### config.mk
export PLATFORM = sky130hd
export DESIGN_NAME = igt_queue
export DESIGN_NICKNAME = d
export VERILOG_FILES = /design/src/rtl/igt_pkg.sv /design/src/rtl/igt_queue.sv
export SDC_FILE = /design/constraint.sdc
export NUM_CORES = 1
export LEC_CHECK = 0
export BUFFER_PORTS_ARGS = -buffer_cell sky130_fd_sc_hd__buf_4
export CAP_MARGIN = 20
export CORE_ASPECT_RATIO = 0.8
export CORE_MARGIN = 5
export CORE_UTILIZATION = 45
export DETAILED_ROUTE_END_ITERATION = 7
export PLACE_DENSITY = 0.82
export SYNTH_ARGS = -nofsm -noshare
export SYNTH_HDL_FRONTEND = slang
export SYNTH_SLANG_ARGS = --single-unit
### constraint.sdc
create_clock -name clk_i -period 4.65 [get_ports clk_i]
set_input_delay 0.465 -clock clk_i [delete_from_list [all_inputs] [get_ports clk_i]]
set_output_delay 0.465 -clock clk_i [all_outputs]
set_load 0.01 [all_outputs]
### src/rtl/igt_pkg.sv
// shared constants and types for the iterative global threshold block
`default_nettype none
package igt_pkg;
  localparam int unsigned MaxPixels = 1048576;
  localparam int unsigned MaxRounds = 256;
  localparam int unsigned CountW = 21;
  localparam int unsigned SumW = 29;
  localparam int unsigned RoundW = 9;

  localparam logic [1:0] StConverged = 2'd0;
  localparam logic [1:0] StSingle = 2'd1;
  localparam logic [1:0] StRoundLimit = 2'd2;

  typedef struct packed {
    logic [7:0] pixel;
    logic       last_pixel;
  } item_t;
endpackage
`default_nettype wire

### src/rtl/igt_queue.sv
// two-entry item queue between the accepting front and the histogram back
`default_nettype none
module igt_queue (
  input  wire logic          clk_i,
  input  wire logic          rst_ni,
  input  wire logic          wr_valid_i,
  output logic               wr_ready_o,
  input  igt_pkg::item_t     wr_item_i,
  output logic               rd_valid_o,
  input  wire logic          rd_ready_i,
  output igt_pkg::item_t     rd_item_o
);
  import igt_pkg::*;

  item_t      mem_q [2];
  logic       wp_q, rp_q;
  logic [1:0] cnt_q;
  logic       wr, rd;

  assign wr_ready_o = (cnt_q != 2'd2);
  assign rd_valid_o = (cnt_q != 2'd0);
  assign rd_item_o  = mem_q[rp_q];
  assign wr = wr_valid_i && wr_ready_o;
  assign rd = rd_valid_o && rd_ready_i;

  always_ff @(posedge clk_i) begin
    if (wr) mem_q[wp_q] <= wr_item_i;
  end

  always_ff @(posedge clk_i or negedge rst_ni) begin
    if (!rst_ni) begin
      wp_q <= 1'b0;
      rp_q <= 1'b0;
      cnt_q <= 2'd0;
    end else begin
      if (wr) wp_q <= ~wp_q;
      if (rd) rp_q <= ~rp_q;
      cnt_q <= cnt_q + {1'b0, wr} - {1'b0, rd};
    end
  end
endmodule
`default_nettype wire

-- Word level (Yosys, flattened, before mapping)
Memories as Yosys holds them, arrays and structs flattened.
Index checks and enable logic that the tools add are counted.
- output and inout port bits: 11
- bits in writable memories: 18
- memories: 1
- input port bits: 13
- register bits after elaboration: 4
- mux-type cells: 2
- $add $sub $neg: 2
- reduce and logical (&&, ||, !) cells: 3
- eq/ne operators: 1
- bitwise gates (word level): 2
- memory list (name ; words ; width ; read ports ; clocked after memory_dff ; write ports ; line ; text):
    mem_q ; 2 ; 9 ; 1 ; 0 ; 1 ; igt_queue.sv:15 ; item_t mem_q [2];
- operators with widths (kind ; number):
    $add 2x1->2 ; 1
    $logic_and 1x1->1 ; 2
    $mux 1 ; 2
    $ne 2x2->1 const B ; 1
    $not 1->1 ; 2
    $reduce_bool 2->1 ; 1
    $sub 2x1->2 ; 1

-- Depth between registers and ports, before layout
Gate-level depths: netlist (run 1).
- depth after elaboration: 4
- mapped depth: 7
- gate-level depth less buffers: 7

-- Worst setup path before layout (run 1)
OpenSTA, ideal clock, no wires.
- path type: reg-to-reg
- start point: reg cnt_q[1]
- end point: reg cnt_q[1]
- library setup time: 123 ps
- arrival time: 1537 ps
- buffers on the path: 0
- period minus slack after synthesis: 1659 ps
- path slack: 2991 ps
- cell stages (with the launch flop): 8
- required time: 4527 ps
- cell sequence: dfrtp_1 or2_1 and2_4 ha_1 inv_1 ha_1 xnor2_1 xnor2_1
- elaborated cells between the ends (all ways): 6
- RTL lines (what ; line ; text):
    from (decl) ; igt_queue.sv:17 ; logic [1:0] cnt_q;
    from (signal assigned) ; igt_queue.sv:38 ; cnt_q <= cnt_q + {1'b0, wr} - {1'b0, rd};
    $reduce_bool 2->1 ; igt_queue.sv:21 ; assign rd_valid_o = (cnt_q != 2'd0);
    via rd_valid_o ; igt_queue.sv:9 ; output logic rd_valid_o,
    $logic_and 1x1->1 ; igt_queue.sv:24 ; assign rd = rd_valid_o && rd_ready_i;
    via rd ; igt_queue.sv:18 ; logic wr, rd;
    $sub 2x1->2 ; igt_queue.sv:38 ;
The timed path passes the listed nets, and every way through them passes these cells.
A chain may end at the register's enable or synchronous reset.

==> results of run 1 <==
[layout make-up]
type | instances | area, um^2
Clock buffer | 4 | 36.3
Fill cell | 168 | 749
Inverter | 1 | 3.75
Multi-Input combinational cell | 21 | 196
Sequential cell | 22 | 641
Tap cell | 24 | 30.0
Timing Repair Buffer | 24 | 183
[logic make-up after synthesis]
family,after synthesis
buffers and inverters,2
adders and majority gates,2
DFF,22
and+or+nand+nor,6
xor gates and xnor gates,4
muxes,9
[state kept, by name, summed over array words and instances, names as in the netlist]
signal	cells
rp_q	1
mem_q	18
wp_q	1
cnt_q	2
[worst paths after layout]
kind | depth (start not counted) | to | slack (ps) | startpoint
max | 2 | rd_item_o[8] | 2700 | rp_q
min | 1 | mem_q[0][3] | 340 | wr_item_i[3]
max reg2reg | 7 | cnt_q[1] | 2930 | cnt_q[1]
min reg2reg | 1 | wp_q | 510 | wp_q
max in group asynchronous | 2 | cnt_q[0] | 4070 | rst_ni
min in group asynchronous | 2 | cnt_q[1] | 470 | rst_ni
[layer usage]
layer  vias up  GRT usage  part of all wire
met1       220      0.133              0.42
met3         4     0.0397             0.077
li1        218          -                 -
met5         -          0                 0
met4         0     0.0579             0.021
met2        18      0.173              0.48
[placed cells by master (no fill, tap or decap)]
master	Yosys	layout
sky130_fd_sc_hd__or2_1	1	1
sky130_fd_sc_hd__inv_1	1	1
sky130_fd_sc_hd__and2_4	1	1
sky130_fd_sc_hd__edfxtp_1	18	18
sky130_fd_sc_hd__mux2_1	9	9
sky130_fd_sc_hd__clkbuf_8	0	1
sky130_fd_sc_hd__dfrtp_1	4	4
sky130_fd_sc_hd__and3_1	1	1
sky130_fd_sc_hd__buf_4	0	23
sky130_fd_sc_hd__nand2b_1	1	1
sky130_fd_sc_hd__ha_1	2	2
sky130_fd_sc_hd__xor2_1	1	1
sky130_fd_sc_hd__nand2_1	1	1
sky130_fd_sc_hd__dlygate4sd3_1	0	1
sky130_fd_sc_hd__xnor2_1	3	3
sky130_fd_sc_hd__clkbuf_4	0	3
sky130_fd_sc_hd__nor2_1	1	1
[through the flow]
stage / cell area [um^2] / hold slack (ps)
2_1_floorplan: 846 / 169
3_3_place_gp: 1040 / 265
3_5_place_dp: 1040 / 266
4_1_cts: 1090 / 339
5_1_grt: 1090 / 320
6_report: 1090 / 340
[report_power, final]
group | leakage, nW | total, W | internal (W) | switching [W]
Combinational | 0.201 | 0.000218 | 0.000120 | 0.0000980
Sequential | 0.214 | 0.000311 | 0.000275 | 0.0000358
Clock | 0.0210 | 0.000102 | 0.0000478 | 0.0000539
==> results by stage, run 1 <==
Critical path:
- At the worst endpoint, the required time is 4180 ps.
- The type of the worst setup path is register to output port.
- Counting both buffers and inverters, the worst setup path holds a total of 1.
- The maximum fanout count along the critical path is 10.
- The signal on the critical path passes through mux2_1 -> buf_4.
- The family with the most delay on the worst path is flip-flops.
- The largest single stage delay on the critical path is 650 ps.
- The endpoint type of the worst setup path is an output port.
- At the worst endpoint, the arrival time is 1480 ps.
- The cell with the largest stage delay on the worst path is sky130_fd_sc_hd__dfrtp_1.
- The worst setup path is launched from a register.

Logic synthesis:
- In this run, distinct cell masters in the synthesized netlist total 14.
- The synthesized net count is 60.
- The share of the Yosys chip area taken by registers is 0.757.
- The most used flip-flop cell after synthesis is sky130_fd_sc_hd__edfxtp_1.
- The compound-cell area share of the yosys netlist is 0.
- The mapped cell area is 846 um^2.
- After synthesis the netlist holds a flip-flop and latch count of 22.
- The post-synthesis adder-cell area fraction is 0.0296.
- Yosys mapped a number of flops with a built-in enable equal to 18.
- The multiplexer area fraction after synthesis is 0.120.
- In this run the mean area of a mapped cell was 18.8 um^2.
- Of all cell types, the one taking the most synthesized area is sky130_fd_sc_hd__edfxtp_1.
- Yosys attributes the largest share of cell area to sky130_fd_sc_hd__edfxtp_1, sky130_fd_sc_hd__mux2_1, sky130_fd_sc_hd__dfrtp_1.
- The xor-xnor portion of the synthesized cell area is 0.0414.
- By area, the combinational part of the netlist is dominated by multiplexers.
- Counting instances in the post-synthesis netlist gives the leading cell types as sky130_fd_sc_hd__edfxtp_1, sky130_fd_sc_hd__mux2_1, sky130_fd_sc_hd__dfrtp_1.
- The count of yosys warnings during synthesis is 0.
- The async set or reset register ratio after synthesis is 0.182.
- The gate count after technology mapping is 45.
- The most instantiated library cell after synthesis is sky130_fd_sc_hd__edfxtp_1.
- The fraction of the mapped netlist area in simple logic gates is 0.0414.
- The share of synthesized area in the top cell type comes to 0.639.

Detailed routing:
- After detailed routing, the number of remaining DRC violations is 0.
- The routed layout has 460 vias.
- After detailed routing, the average wire length per cell comes to 14.1 um.
- The number of search-and-repair iterations in the first detailed-routing pass is 3.
- The remaining antenna violation count after routing is 0.
- The via-per-instance ratio is 4.79.
- For this block, the routed nets add up to 1350 um of wire.
- After the first detailed-routing iteration, the DRC count stood at 11.

Global routing:
- Summed over all layers, the global routing overflow is 0.
- The initial antenna violation count came to 0.
- For this run, the total global-route usage over all layers was measured as 0.111.
- The number of global-route vias before repair is 491.
- The wire length of the first global-routing pass is 2310 um.
- The largest net degree at the start of global routing is 13.

Place:
- At the placement stage, the worst setup path has a slack of 2950 ps.
- Input and output buffers added on the ports amount to 23.
- The number of cells in the design after placement is 91.
- The estimated wirelength of the detail-placed design is 1020 um.
- The placer's final routability congestion estimate is 0.647.

Clocking:
- In this run the post-CTS setup repair buffer count came out at 0.
- The H-tree depth is 1.
- The later pin in the worst-skew pair is clocked with a latency of 300 ps.
- The clock sink total is 22.
- The number of instances resized during post-cts repair is 0.
- The number of hold buffers added after CTS was 1.
- TritonCTS built the clock tree.
- The clock transition at the registers of the reported paths is 120 ps.
- The tree is rooted in a sky130_fd_sc_hd__clkbuf_4.
- In this run, CTS created clock tree buffers numbering 3.
- The longest clock path from root to sink contains 2 buffers.

Timing:
- For the pin with the worst max-slew slack, the measured transition is 728 ps.
- For the finished layout, the period the worst path requires is 1950 ps.
- The count of final hold-check violations is 0.
- Setup total negative slack on the finished layout was measured at 0 ps.
- The final setup slack of the worst path is 2700 ps.
- The final critical-path share of the clock period is 0.419.
- In this run the tightest slew margin relative to its limit is 0.513.
- The max-slew violation count is 0.
- The maximum operating frequency is 514 MHz.
- Across the routed clock network, the largest skew measured is 5.79 ps.
- Setup violations remaining at the end of the flow were counted as 0.
- Setup repair after global routing left no endpoint under its margin.

Cells and area:
- The area growth from synthesis to layout is 28.8%.
- The number of nets in the layout is 88.
- 0 antenna diodes ended up in the layout.
- Leaving out filler cells and counting taps, the final layout contains 96.
- In the final layout, the share of cells above drive strength 1 is 0.389.
- For this run, the share of the core covered by cells in the final layout is 0.593.

Flow run:
- The number of violations of the max-capacitance limit is 0.

Die:
- The total core area is 0.00184 mm^2.
- The I/O pin count is 24.
- The initial standard-cell utilization of the core is 0.460.
- The full die area is 0.00285 mm^2.
- The number of cell rows is 14.
- The die is 58.5 um wide.
- In this run the vertical extent of the chip is 48.8 um.

Power and ir drop:
- The total chip power is 0.000631 W.
- Summed over all cells, the static leakage comes to 0.436 nW.
- The maximum VDD drop is 356 uV.
- The power per cell area is 579 mW/mm^2.

Run status:
- The run finished with clean final reports.

Min path:
- The tightest min-delay check is of the input port to register type.
(Power assumes the default switching activity.)
==> run 2, diff against run 1 <==
CORE_UTILIZATION = 44   (was 45)
PLACE_DENSITY = 0.83   (was 0.82)
clock period = 1.7 ns   (was 4.65 ns; I/O delays follow)
==> run 2 against run 1 <==
Register-to-register slack worse by 2900 ps. Sequential cell count unchanged. Critical path depth up 5. Combinational power rose to 3.3 times the previous value. Wire length up 1.3%. Highest routed layer is now met3. Core utilization up 2.1 points. Total power rose to 2.9 times the previous value. Die area up 1.9%. Setup slack worse by 2700 ps.
==> results by stage, run 2 (same netlist as run 1, synthesis figures left out) <==
Run status:
- The flow ran to the end, and the final reports show no timing, DRC or antenna violations.

Global routing:
- In the global route stage, met2 resource usage came out at 0.184.
- The layer carrying the most global-route usage is met2.
- The number of global-route vias before repair is 516.
- The global-route total usage across every layer is 0.108.
- The first global-routing pass estimated 2260 um of wire.
- The met3 track demand over resource is 0.0608.
- The met1 usage in global routing is 0.120.
- The initial antenna violation count is 0.
- Entering global routing, the biggest net connects 13 pins.
- The total overflow left after global routing is 0.

Cells and area:
- After filler insertion, the fill cell instance count of the layout stands at 156.
- The register with the most flip-flops in the layout has 18 of them.
- After the last flow step, the layout net total stands at 93.
- In the final layout, the registers with the most flip-flops are mem_q x18, cnt_q x2.
- At the end of the flow the core is filled with cells to 0.613.
- More flip-flops sit in one register than any other, and that register is mem_q.
- The top cell types in the final layout, fill and taps aside, are sky130_fd_sc_hd__buf_4, sky130_fd_sc_hd__edfxtp_1, sky130_fd_sc_hd__mux2_1.
- Leaving out fill and tap cells, the most frequent cell in the layout is sky130_fd_sc_hd__buf_4.
- The antenna diode count is 0.
- Compared with the post-synthesis result, the final layout area differs by 34.6%.
- In the final layout, the share of cells above drive strength 1 is 0.468.

Detailed routing:
- The first detailed-routing pass ran for 3 iterations.
- The via count is 469.
- The remaining antenna violation count after routing is 0.
- For this run, design rule violations remaining after detail routing come to 0.
- The mean routed wirelength per cell is 13.5 um.
- The count of routing violations after the opening detailed-route iteration is 7.
- Dividing the detail-routed via count by the number of cells gives 4.64.
- For this block, the routed nets add up to 1370 um of wire.

Min path:
- Counting instances, the worst hold path has a depth of 1.
- The path class of the tightest hold or removal check is input port to register.

Timing:
- For the final database, setup skew stands at 0.553 ps.
- The maximum operating frequency is 605 MHz.
- For the pin with the worst max-slew slack, the measured transition is 431 ps.
- Of the available clock period, the critical path in the final layout requires 0.973.
- The final setup slack of the worst path is 45.8 ps.
- The worst-case headroom to the max-slew limit is 0.713.
- The count of final hold-check violations is 0.
- The max-slew violation count is 0.
- Setup violations remaining at the end of the flow were counted as 0.
- The worst slack on hold paths is 52.3 ps.
- Setup repair after global routing could not meet its margin everywhere.
- The time the worst path needs with I/O delays and setup is 1650 ps.

Clocking:
- TritonCTS built the clock tree.
- The H-tree depth is 1.
- TritonCTS created 3 clock buffers.
- CTS placed an instance of sky130_fd_sc_hd__clkbuf_4 at the clock tree root.
- After clock tree synthesis, the clock-pin slew on the worst setup and hold paths is 110 ps.
- No sink is reached through more buffers than the 2 on the longest clock path.
- The clock sink total is 22.
- For the worst-skew pair, the clock arrives at the later sink with an insertion delay of 290 ps.

Power and ir drop:
- VDD sags by at most 1170 uV.
- Of the total power, the clock network draws 0.147.
- The share of total power dissipated in combinational logic is 0.390.
- The power per cell area is 1610 mW/mm^2.
- The share of power burned in registers is 0.463.
- Of the total power, the share spent switching nets is 0.292.
- The internal power consumption is 0.00130 W.
- The leakage power is 0.463 nW.
- The net switching power figure is 0.000535 W.

Critical path:
- The critical path in this run is classified as register to register.
- The data required time of the critical path is 1920 ps.
- The kind of start point of the critical path is a register.
- Walking the worst path, the cells encountered are or2_1 -> and2_4 -> ha_1 -> inv_1 -> ha_2 -> xnor2_2 -> xnor2_1.
- Measured in cells, the most critical reg-to-reg path has a length of 7.
- Of all nets on the critical path, the largest fanout is 3.
- The cell with the largest stage delay on the worst path is sky130_fd_sc_hd__dfrtp_1.
- The worst-case register-to-register setup slack is 50 ps.
- The endpoint type of the worst setup path is a register.
- The critical path's largest stage delay is 410 ps.
- For the worst setup path, the data arrival time is 1880 ps.

Die:
- The full die area is 0.00290 mm^2.
- The die width is 59.0 um.
- The I/O pin count is 24.
- The initial standard-cell utilization of the core is 0.456.
- The floorplan step set the die height to 49.2 um.
- The number of cell rows is 14.
- The total core area is 0.00186 mm^2.

Place:
- The placer's final routability congestion estimate is 0.738.
- The HPWL after detailed placement is 1050 um.
- Prior to clock tree synthesis, the placed netlist has a worst setup slack of 7.90 ps.
- Buffers placed on the I/O ports in this run total 23.

Flow run:
- The number of violations of the max-capacitance limit is 0.
[run 2: changes by cell type in the layout (fill, tap and decap cells not counted), sizes merged]
| cell | delta |
|---|---|
| buf | +5 |
[run 2: path summary, 6_finish.rpt]
kind	from	endpoint
min in group asynchronous	rst_ni	cnt_q[1]
max reg2reg	cnt_q[0]	cnt_q[1]
max in group asynchronous	rst_ni	rp_q
min	wr_item_i[7]	mem_q[1][7]
min reg2reg	wp_q	wp_q
max	cnt_q[0]	cnt_q[1]
[run 2: final cells by class]
cell class	count	area, um^2	area share
sequential	22	642	0.564
timing repair buffer	29	220	0.193
multi-input combinational	21	206	0.181
clock buffer	4	36.3	0.0319
tap	24	30.0	0.0264
inverter	1	3.75	0.00330
[run 2: repair_timing]
action,4_1_cts,5_1_grt
pin swaps,4,0
resized for setup,1,2
hold buffers,1,0
buffers inserted,3,0
endpoints found under the setup margin,1,10
hold endpoints to repair,4,0
[run 2: per-layer routing]
metal	vias up	part of all wire
met5	-	0
met4	0	0
met3	0	0.10
met2	18	0.50
met1	221	0.39
li1	230	-
[run 2: metrics by stage]
stage               std cells  cell area (um^2)  TNS, ps  total power, W
floorplan                  45               846        0         0.00120
global placement           93              1060        0         0.00147
detailed placement         93              1060        0         0.00150
CTS                       101              1130        0         0.00183
global route              101              1140    -39.0         0.00197
finish                    101              1140        0         0.00183
[run 2: worst max-delay path: cells and delay by family, from the launching register on]
family	cells	cell delay, ps
buffers and inverters	1	40
adders and majority gates	2	440
xor gates and xnor gates	2	290
and+or+nand+nor	2	400
DFF	1	410
[run 2: power groups by stage]
stage | Sequential (W) | Clock (W) | Combinational, W
after global routing | 0.000867 | 0.000309 | 0.000789
after CTS | 0.000845 | 0.000283 | 0.000702
after detailed placement | 0.000864 | 0 | 0.000636
after floorplan | 0.000800 | 0 | 0.000398
final | 0.000848 | 0.000270 | 0.000714
after global placement | 0.000853 | 0 | 0.000616
==> run 3, diff against run 2 <==
CORE_UTILIZATION = 45   (was 44)
PLACE_DENSITY = 0.82   (was 0.83)
clock period = 1.8 ns   (was 1.7 ns; I/O delays follow)
==> run 3 against run 2 <==
Register-to-register slack gained 50 ps. Global-route usage grew 1.5 points. Design area shrank 2.5%. Critical path depth is the same.
==> results by stage, run 3 (same netlist as run 1, synthesis figures left out) <==
Run status:
- The run finished with clean final reports.

Global routing:
- The total overflow left after global routing is 0.
- The number of global-route vias before repair is 532.
- The initial antenna violation count is 0.
- For this run, the total global-route usage over all layers was measured as 0.123.
- The wire length of the first global-routing pass is 2550 um.
- The largest net degree at the start of global routing is 13.

Detailed routing:
- The via-per-instance ratio is 4.85.
- After the first detailed-routing iteration, the DRC count stood at 3.
- The via count is 480.
- For this run, design rule violations remaining after detail routing come to 0.
- The routed wire length is 1510 um.
- The number of search-and-repair iterations in the first detailed-routing pass is 3.
- The count of nets left with antenna violations once routing finished came out at 0.
- In the final routed layout, each cell accounts on average for 15.2 um.

Timing:
- In the finished design, the share of the clock period the worst path needs comes to 0.947.
- The count of final hold-check violations was 0.
- Setup violations remaining at the end of the flow were counted as 0.
- The time the worst path needs with I/O delays and setup is 1700 ps.
- Across the routed clock network, the largest skew measured is 7.08 ps.
- Adding up every negative setup slack in the final design gives 0 ps.
- For the pin with the worst max-slew slack, the measured transition is 461 ps.
- The max-slew violation count is 0.
- Setup repair after global routing left no endpoint under its margin.
- The maximum operating frequency is 587 MHz.
- The final setup slack of the worst path is 95.7 ps.
- The worst-case headroom to the max-slew limit is 0.693.

Die:
- The die width is 58.5 um.
- The total core area is 0.00184 mm^2.
- The number of cell rows is 14.
- The die height is 48.8 um.
- The die covers 0.00285 mm^2.
- For this configuration, the core starts out at a cell density of 0.460.
- The I/O pin count is 24.

Cells and area:
- Counting the fill cells in the layout gives 151.
- Leaving out fill and tap cells, the most frequent cell in the layout is sky130_fd_sc_hd__buf_4.
- Of the cells placed in the final design, the portion with a size suffix greater than 1 is 0.413.
- The top cell types in the final layout, fill and taps aside, are sky130_fd_sc_hd__buf_4, sky130_fd_sc_hd__edfxtp_1, sky130_fd_sc_hd__mux2_1.
- The number of nets in the layout is 91.
- The register with the most flip-flops in the layout has 18 of them.
- Leaving out filler cells and counting taps, the final layout contains 99.
- Counting flops per register, the top entry is mem_q.
- The largest registers in the layout are mem_q x18, cnt_q x2.
- The growth of design area from synthesis to finish is 31.2%.
- The antenna diode count is 0.

Critical path:
- The critical path goes through or2_1 -> and2_4 -> ha_1 -> inv_1 -> ha_1 -> xnor2_2 -> xnor2_1.
- The kind of start point of the critical path is a register.
- For this design, the slowest cell found on the critical path is sky130_fd_sc_hd__dfrtp_1.
- The worst-case reg-to-reg path depth is 7.
- The endpoint type of the worst setup path is a register.
- In this run the critical register-to-register path is launched from cnt_q[0].
- The critical path data arrival time is 1900 ps.
- The cell seen most often among critical-path stages is sky130_fd_sc_hd__ha_1.
- The worst flop-to-flop path endpoint is cnt_q[1].
- For flop-to-flop paths, the worst setup slack is 100 ps.
- The type of the worst setup path is register to register.
- The critical path's largest stage delay is 410 ps.
- Data on the critical path is required at its endpoint by 2000 ps.
- In this run the worst path has a maximum fanout of 3.

Power and ir drop:
- The leakage power is 0.451 nW.
- The power per cell area is 1490 mW/mm^2.
- VDD sags by at most 898 uV.

Place:
- The placer's final routability congestion estimate is 0.639.
- At the placement stage, the worst setup path has a slack of 106 ps.
- The number of cells in the design after placement is 93.
- The HPWL after detailed placement is 1130 um.
- Buffers placed on the I/O ports in this run total 23.

Clocking:
- CTS built an H-tree with a depth of 1.
- Clock tree synthesis inserted a total of 3 buffers.
- The tree built by TritonCTS fans out to 22 sinks.
- The insertion delay to the later sink of the worst-skew pair is 300 ps.
- The root buffer cell is sky130_fd_sc_hd__clkbuf_4.
- The CTS tree is yes.
- The clock passes through at most 2 buffers.
- Clock-pin slew was measured on the worst setup and hold paths at 120 ps.

Min path:
- The cell count of the worst hold path is 1.
- The launch point of the worst hold path is wr_item_i[1].
- The classification of the worst-slack hold path is input port to register.
- The path with the worst hold slack has its endpoint at mem_q[0][1].

Flow run:
- The number of violations of the max-capacitance limit is 0.
run 3: cell types whose count changed in the layout (fill, tap and decap cells not counted), sizes merged:
cell / change
buf: -2
clkinv: +1
clkbuf: -1
run 3: routing by layer:
| metal | up-vias | wire length (um) | GRT usage |
|---|---|---|---|
| li1 | 226 | - | - |
| met1 | 234 | 619 | 0.145 |
| met2 | 18 | 752 | 0.197 |
| met3 | 2 | 123 | 0.0423 |
| met4 | 0 | 14 | 0.0579 |
| met5 | - | 0 | 0 |
run 3: critical path: cells and delay by family (launching register included):
family	cells	cell delay, ps
fa+ha+maj	2	470
buf+inv	1	40
xor+xnor	2	260
simple gates	2	430
flops	1	410
run 3: what timing repair did:
| item | 4_1_cts | 5_1_grt |
|---|---|---|
| endpoints found under the hold margin | 4 | 0 |
| gates resized for setup | 0 | 1 |
| hold buffers | 1 | 0 |
| setup endpoints to repair | 0 | 1 |
| buffers inserted | 0 | 1 |
run 3: worst max path at each step:
| stage | cells after the start | from | endpoint |
|---|---|---|---|
| after floorplan | 7 | cnt_q[1] | cnt_q[1] |
| after global placement | 7 | cnt_q[1] | cnt_q[1] |
| after detailed placement | 7 | cnt_q[1] | cnt_q[1] |
| after CTS | 7 | cnt_q[1] | cnt_q[1] |
| after global routing | 7 | cnt_q[0] | cnt_q[1] |
| final | 7 | cnt_q[0] | cnt_q[1] |
run 3: through the flow:
step	hold slack (ps)	power (W)	util	cell area, um^2
global route	32.5	0.00177	0.603	1110
detailed placement	-17.4	0.00142	0.576	1060
floorplan	-116	0.00113	-	846
CTS	51.6	0.00164	0.595	1090
global placement	-20.0	0.00139	0.576	1060
finish	60.4	0.00166	0.603	1110
run 3: where the power goes:
part / total, W / leakage, nW / internal (W) / switching [W]
combinational: 0.000637 / 0.221 / 0.000359 / 0.000278
sequential: 0.000802 / 0.214 / 0.000710 / 0.0000926
clock: 0.000218 / 0.0154 / 0.0000807 / 0.000137
run 3: cell type report:
class / count / area [um^2] / share of cell area
flip-flops and latches: 22 / 641 / 0.577
clock inverters: 1 / 3.75 / 0.00338
well taps: 24 / 30.0 / 0.0271
inverters: 1 / 3.75 / 0.00338
clock buffers: 3 / 22.5 / 0.0203
multi-input cells: 21 / 204 / 0.184
repair buffers: 27 / 205 / 0.185
